==> config.mk <==
export PLATFORM = sky130hd
export DESIGN_NAME = sem_back
export DESIGN_NICKNAME = d
export VERILOG_FILES = /design/src/design/sem_pkg.sv /design/src/design/sem_back.sv
export SDC_FILE = /design/constraint.sdc
export NUM_CORES = 2
export LEC_CHECK = 0
export ABC_CLOCK_PERIOD_IN_PS = 20200
export BUFFER_PORTS_ARGS = -buffer_cell sky130_fd_sc_hd__buf_4
export CAP_MARGIN = 20
export CORE_MARGIN = 3
export CORE_UTILIZATION = 55
export CTS_BUF_LIST = sky130_fd_sc_hd__clkbuf_4 sky130_fd_sc_hd__clkbuf_8
export CTS_CLUSTER_DIAMETER = 80
export CTS_CLUSTER_SIZE = 8
export DETAILED_ROUTE_END_ITERATION = 12
export PLACE_DENSITY = 0.71
export SKIP_CTS_REPAIR_TIMING = 1
export SYNTH_ARGS = -nofsm -noshare
export SYNTH_HDL_FRONTEND = slang
export SYNTH_SLANG_ARGS = --single-unit
==> constraint.sdc <==
create_clock -name clk -period 20.2 [get_ports clk]
set_clock_uncertainty 0.15 [all_clocks]
set_input_delay 1.01 -clock clk [delete_from_list [all_inputs] [get_ports clk]]
set_output_delay 1.01 -clock clk [all_outputs]
set_load 0.02 [all_outputs]
==> src/design/sem_pkg.sv <==
// Package for the Sobel edge magnitude unit: shared types and constants.
// No dependencies.
package sem_pkg;
  localparam int unsigned PixW = 24;
  localparam int unsigned DimW = 12;
  localparam logic [16:0] SatLimit = 17'd65280;

  // configuration register indexes
  typedef enum logic [0:0] {REG_WIDTH = 1'b0, REG_HEIGHT = 1'b1} sem_reg_t;

  // classified transaction from front to back
  typedef struct packed {
    logic        emit;
    logic        last;
    logic [8:0]  mask;   // neighbour valid bits, row-major top-left first
    logic [23:0] top;    // new right column of the window
    logic [23:0] mid;
    logic [23:0] bot;
  } sem_cmd_t;

  typedef struct packed {
    logic [7:0] red;
    logic [7:0] green;
    logic [7:0] blue;
    logic       last;
  } sem_res_t;
endpackage

==> src/design/sem_back.sv <==
// Back end: 3x3 window, Sobel gradients, bit-serial rounded square root.
// Depends on sem_pkg.
module sem_back import sem_pkg::*; (
  input  logic     clk,
  input  logic     rst_n,
  input  logic     cfg_we,
  input  logic     cmd_valid,
  input  sem_cmd_t cmd,
  output logic     cmd_take,
  output logic     res_valid,
  output sem_res_t res,
  input  logic     res_take
);
  typedef enum logic [1:0] {B_IDLE, B_GRAD, B_ROOT, B_OUT} state_t;
  state_t state_r;

  logic [PixW-1:0] win_r [9];
  logic [8:0]      mask_r;
  logic            last_r;
  logic [16:0]     s_r [3];
  logic [7:0]      n_r [3];
  logic [2:0]      bit_r;
  sem_res_t        res_d;

  assign cmd_take  = (state_r == B_IDLE) && cmd_valid;
  assign res_valid = (state_r == B_OUT);
  assign res       = res_d;

  // gradients per colour from the masked window
  logic [16:0] s_c [3];
  always_comb begin
    logic signed [11:0] v [9];
    logic signed [11:0] gx, gy;
    logic signed [23:0] gx_w, gy_w;
    logic [23:0] sq;
    for (int ch = 0; ch < 3; ch++) begin
      for (int k = 0; k < 9; k++)
        v[k] = mask_r[k] ? 12'($unsigned(win_r[k][16-8*ch +: 8])) : 12'sd0;
      gx = (v[2] - v[0]) + 12'sd2 * (v[5] - v[3]) + (v[8] - v[6]);
      gy = (v[6] - v[0]) + 12'sd2 * (v[7] - v[1]) + (v[8] - v[2]);
      gx_w = 24'(gx);
      gy_w = 24'(gy);
      sq = $unsigned(gx_w * gx_w) + $unsigned(gy_w * gy_w);
      s_c[ch] = (sq > 24'(SatLimit)) ? 17'h1FFFF : sq[16:0];
    end
  end

  // one root bit per cycle for all colours
  logic [7:0] n_try [3];
  always_comb begin
    for (int ch = 0; ch < 3; ch++) n_try[ch] = n_r[ch] | (8'd1 << bit_r);
  end

  function automatic logic [7:0] fin(logic [16:0] s, logic [7:0] n);
    logic [16:0] nn;
    nn = 17'(n) * 17'(n) + 17'(n);
    if (s > 17'(SatLimit)) return 8'd255;
    return (s > nn) ? n + 8'd1 : n;
  endfunction

  always_ff @(posedge clk) begin
    if (!rst_n || cfg_we) begin
      state_r <= B_IDLE;
      for (int k = 0; k < 9; k++) win_r[k] <= '0;
    end else begin
      unique case (state_r)
        B_IDLE: begin
          if (cmd_valid) begin
            for (int r = 0; r < 3; r++) begin
              win_r[r*3]   <= win_r[r*3+1];
              win_r[r*3+1] <= win_r[r*3+2];
            end
            win_r[2] <= cmd.top;
            win_r[5] <= cmd.mid;
            win_r[8] <= cmd.bot;
            mask_r   <= cmd.mask;
            last_r   <= cmd.last;
            state_r  <= cmd.emit ? B_GRAD : B_IDLE;
          end
        end
        B_GRAD: begin
          for (int ch = 0; ch < 3; ch++) begin
            s_r[ch] <= s_c[ch];
            n_r[ch] <= '0;
          end
          bit_r   <= 3'd7;
          state_r <= B_ROOT;
        end
        B_ROOT: begin
          for (int ch = 0; ch < 3; ch++)
            if (17'(n_try[ch]) * 17'(n_try[ch]) <= s_r[ch]) n_r[ch] <= n_try[ch];
          if (bit_r == 3'd0) state_r <= B_OUT;
          bit_r <= bit_r - 3'd1;
        end
        B_OUT: begin
          if (res_take) state_r <= B_IDLE;
        end
        default: state_r <= B_IDLE;
      endcase
    end
  end

  // final rounding from the held root and energy registers
  always_comb begin
    res_d.red   = fin(s_r[0], n_r[0]);
    res_d.green = fin(s_r[1], n_r[1]);
    res_d.blue  = fin(s_r[2], n_r[2]);
    res_d.last  = last_r;
  end
endmodule

## Word-level counts from Yosys, hierarchy flattened

Memories as Yosys holds them, arrays and structs flattened.
Index checks and enable logic that the tools add are counted.

- Flip-flop bits (word level): 15
- RAM bits: 291
- Input bits: 88
- Output and inout bits: 27
- Logic and storage cells: 181
- Memories kept: 3

- $add $sub $neg: 40
- $mul: 12
- Order comparisons: 12
- Equality and inequality tests: 6
- Shift-type cells: 1
- Muxes and demuxes: 78
- Bitwise logic cells: 16
- Reductions and logical operators: 9

Memory list:

| memory | depth | bits a word | rd ports | clocked after Yosys merged registers in | wr ports | line | source |
|---|---|---|---|---|---|---|---|
| win_r | 9 | 24 | 9 | 0 | 9 | sem_back.sv:17 | `logic [PixW-1:0] win_r [9];` |
| s_r | 3 | 17 | 3 | 0 | 3 | sem_back.sv:20 | `logic [16:0] s_r [3];` |
| n_r | 3 | 8 | 3 | 0 | 3 | sem_back.sv:21 | `logic [7:0] n_r [3];` |

Operators with widths:

| cell | number |
|---|---|
| $mux W8 | 36 |
| $mux W24 | 9 |
| $sub A8 B8 Y9 | 18 |
| $mul A12 B12 Y24 | 6 |
| $mul A8 B8 Y16 | 6 |
| $add A11 B9 Y12 | 6 |
| $add A24 B24 Y24 | 3 |
| $gt A24 B16 Y1 const B | 3 |
| $add A9 B10 Y11 | 6 |
| $add A16 B8 Y17 | 3 |
| $gt A17 B16 Y1 const B | 3 |
| $gt A17 B17 Y1 | 3 |
| $le A16 B17 Y1 | 3 |
| $mux W17 | 3 |
| $mux W1 | 25 |
| $add A8 B1 Y8 const B | 3 |
| $or A8 B8 Y8 | 3 |
| $or A1 B1 Y1 | 12 |
| $pmux W2 S4 | 1 |
| $shl A1 B3 Y8 const A | 1 |
| $mux W2 | 3 |
| $pmux W3 S2 | 1 |
| $reduce_and A3 Y1 | 2 |
| $eq A2 B2 Y1 const B | 2 |
| 12 further kinds | 13 |

## Depth between registers and ports, before layout

- Depth after elaboration: 9
- Depth in mapped cells: 49
- Depth with buffers taken out: 44

## Worst setup path after synthesis

No wires, ideal clock.

- Path kind: register -> register
- Start: register mask_r[6]
- End: memory s_r[0][11] (data pin)
- Setup time: 0.274 ns
- Arrival time: 11.212 ns
- Required time: 19.776 ns
- Path slack: 8.563 ns
- Cell stages (with the launch flop): 44
- Path buffers: 6
- Path through: edfxtp_1 -> clkbuf_1 -> clkbuf_1 -> buf_1 -> and2_1 -> ha_1 -> maj3_1 -> a21o_1 -> maj3_1 -> maj3_1 -> o21ai_1 -> maj3_1 -> xnor2_1 -> fa_1 -> inv_1 -> ha_1 -> inv_1 -> o21bai_1 -> (+8 left out) -> fa_1 -> inv_1 -> fa_1 -> fa_1 -> fa_1 -> fa_1 -> inv_1 -> fa_1 -> inv_1 -> ha_1 -> a21o_1 -> a21o_1 -> a21oi_1 -> mux2i_1 -> or4_1 -> a211oi_2 -> buf_2 -> nand4_1

RTL lines:

| item | line | source |
|---|---|---|
| from (decl) | sem_back.sv:18 | `logic [8:0] mask_r;` |
| from (signal assigned) | sem_back.sv:76 | `mask_r <= cmd.mask;` |
| to (decl) | sem_back.sv:20 |  |

==> key figures <==
Drt
  – Final WL: 140000 µm
  – Pre-antenna DRT Iters: 6
  – Routed WL per cell: 16.5 µm
  – Drt via density: 5.37
  – Drt drc: 0
  – DRC violation total after the first TritonRoute iteration: 2446
  – Routed Antenna Nets: 0
  – Routed vias: 45.5k

Timing
  – # setup viols final: 0
  – Fin. max-slew vios: 0
  – Endpoints failing hold: 0
  – Setup tns final: 0 ns
  – Slew margin rel.: 0.228
  – RSZ-0062 raised after global routing: no
  – Fin Hold WS: 0.358 ns
  – Worst-Margin Slew: 1.15 ns
  – Crit path time final: 12.57 ns
  – Achievable Freq: 79.5 MHz
  – Period utilisation layout: 0.622

Run status
  – Status: completed

Logic synthesis
  – Ys Warns: 0
  – Avg Inst Size Synth: 9.33 µm²
  – Top_reg_cell synth: edfxtp_1
  – Post-synthesis sequential area ratio: 0.143
  – Gate Count Post-Synth: 6871
  – Mapped Area: 64100 µm²
  – Flop and latch count out of synthesis: 305
  – EDFF count, synth: 303
  – Async SR Flop Fraction: 0
  – Distinct cell type count after synthesis: 90

Clock network
  – Worst-path clk slew: 0.06 ns
  – Root Buffer: clkbuf_8
  – H-tree levels: 2
  – Clk_lat worst skew: 0.68 ns
  – Longest Clk Path Bufs: 3
  – Number of buffers created by CTS: 47
  – Clock sinks: 305
  – TritonCTS clock tree: yes

GRT
  – Met1 Usage GRT: 0.324
  – Top Usage Layer GRT: met2
  – Met3 GRT Util: 0.0264
  – Vias in the first global route: 48.5k
  – Initial antenna violation count: 2
  – Largest net degree at the start of global routing: 117
  – GRT Overall Usage: 0.241
  – Global-route wire length before repair: 238000 µm
  – GR Util met2: 0.413
  – Total gr overflow: 0

Floorplan
  – Die H: 347 µm
  – Core area: 115000 µm²
  – Die Wd: 347 µm
  – Die area: 121000 µm²
  – Ports: 115
  – Initial core utilization: 0.558
  – Site Rows: 124

Final layout
  – Area grow syn2layout: 5.41%
  – Fillers: 9893
  – Fin nets: 8864
  – Layout cells sized above 1: 0.0454

Hold path
  – Origin of the worst min-delay path: cmd[75]
  – Hold path depth: 1
  – Min-Delay Endpoint: mask_r[3]
  – Worst hold path type: input port to register

Placement
  – Port Buffers: 113
  – Dpl hpwl: 119000 µm
  – GP Congestion: 0.896

Critical path
  – Most common cell on crit path: fa_1
  – R2R Setup Slk: 7.63 ns
  – Worst R2R Path Depth: 40
  – Reg-to-Reg End: s_r[0][27]
  – Startpoint type of the worst setup path: register
  – Worst Path Required: 20.38 ns
  – Critical Setup Path Class: register to register
  – RR Startpoint: mask_r[8]
  – CP Max Fanout: 29
  – Critical Path End Type: register
  – Max stage delay cell, worst path: a211oi_4
  – Crit path DAT: 12.75 ns
  – Slowest Stage Delay on Critical Path: 0.72 ns

Job
  – Max_cap viols: 0
-- area by class of cell --
cell class	instances	area [µm²]	area share
antenna	2	5.00	0.0000741
clock buffer	57	728	0.0108
clock inverter	9	120	0.00178
multi-input combinational	4708	48000	0.710
sequential	305	9140	0.135
timing repair buffer	163	1240	0.0184
tap	1512	1890	0.0280
inverter	1717	6450	0.0954
-- per-stage QoR --
step / util / instance area (µm²) / cells / setup slack (ns)
floorplan: - / 64100 / 6875 / 8.56
global placement: 0.580 / 66700 / 8404 / 7.91
detailed placement: 0.580 / 66700 / 8404 / 7.73
CTS: 0.588 / 67600 / 8470 / 7.67
global route: 0.588 / 67600 / 8472 / 6.93
finish: 0.588 / 67600 / 8473 / 7.63
-- worst max-delay path, delay by kind of cell, from the launching register on --
kind / cells / cell delay, ns
buffers and inverters: 8 / 1.04
muxes: 1 / 0.28
adders and majority gates: 15 / 6.23
AOI/OAI and AO/OA: 6 / 1.90
DFF: 1 / 0.33
xor gates and xnor gates: 1 / 0.17
and+or+nand+nor: 9 / 2.11
-- how the worst max path moves through the flow --
stage	from	end	depth (start not counted)
4_1_cts	mask_r[8]	s_r[0][27]	40
3_3_place_gp	mask_r[8]	s_r[0][7]	38
3_5_place_dp	mask_r[8]	s_r[0][27]	40
6_report	mask_r[8]	s_r[0][27]	40
5_1_grt	mask_r[6]	s_r[0][27]	39
2_1_floorplan	mask_r[6]	s_r[0][11]	43
-- routing by layer --
layer | up-vias | wire length [µm]
met2 | 1121 | 67800
met4 | 0 | 4420
met3 | 237 | 6860
met1 | 22500 | 61100
met5 | - | 0
li1 | 21600 | -
-- cell families (layout without fill, tap and decap cells) --
logic type	Yosys count	count (layout)	share of synthesized area
buffers and inverters	1862	1946	0.110
adder cells (fa/ha/maj)	1854	1854	0.487
AND/OR/NAND/NOR	1739	1739	0.132
AO/OA/AOI/OAI	732	732	0.0753
XOR/XNOR	361	361	0.0507
flip-flops	305	305	0.143
multiplexers	16	16	0.00267
other	2	8	0.000117
-- sequential cells by signal, summed over array words and instances, names as in the netlist --
register  cells
win_r       216
s_r          51
n_r          24
mask_r        8
bit_r         3
state_r       2
last_r        1
-- cell usage after synthesis, drive strengths merged (60+ instances only) --
cell    number  area, µm²
a21o       100        751
and2       154        963
xnor2      248       2180
a21oi      227       1140
ha         757       9470
nand2      495       1860
inv       1702       6390
nor3        60        300
and3       234       1470
edfxtp     303       9100
clkbuf     132        495
nor2       473       1780
xor2       107        937
fa        1077      21600
o21ai      125        629
-- placed cells by master, fill, tap and decap left out, drive strengths merged, types with 9 or more instances in the layout --
cell	n
inv	1704
fa	1077
ha	757
nand2	495
nor2	473
edfxtp	303
xnor2	248
and3	234
a21oi	227
buf	163
and2	154
o21ai	125
xor2	107
a21o	100
nor3	60
nand3	59
nor2b	58
o21bai	57
clkbuf	57
o21a	45
nand2b	43
nand4	29
or3	28
or2	25
nand3b	23
a211oi	22
nor4	20
maj3	20
o31ai	19
clkinv	18
o211ai	17
a31oi	16
nand4b	14
a21boi	14
or4	12
mux2	9
a2111oi	9
Power is left out: the tool's default activity adds up to more than one toggle a clock period on the data nets, which glitch-free logic cannot reach.
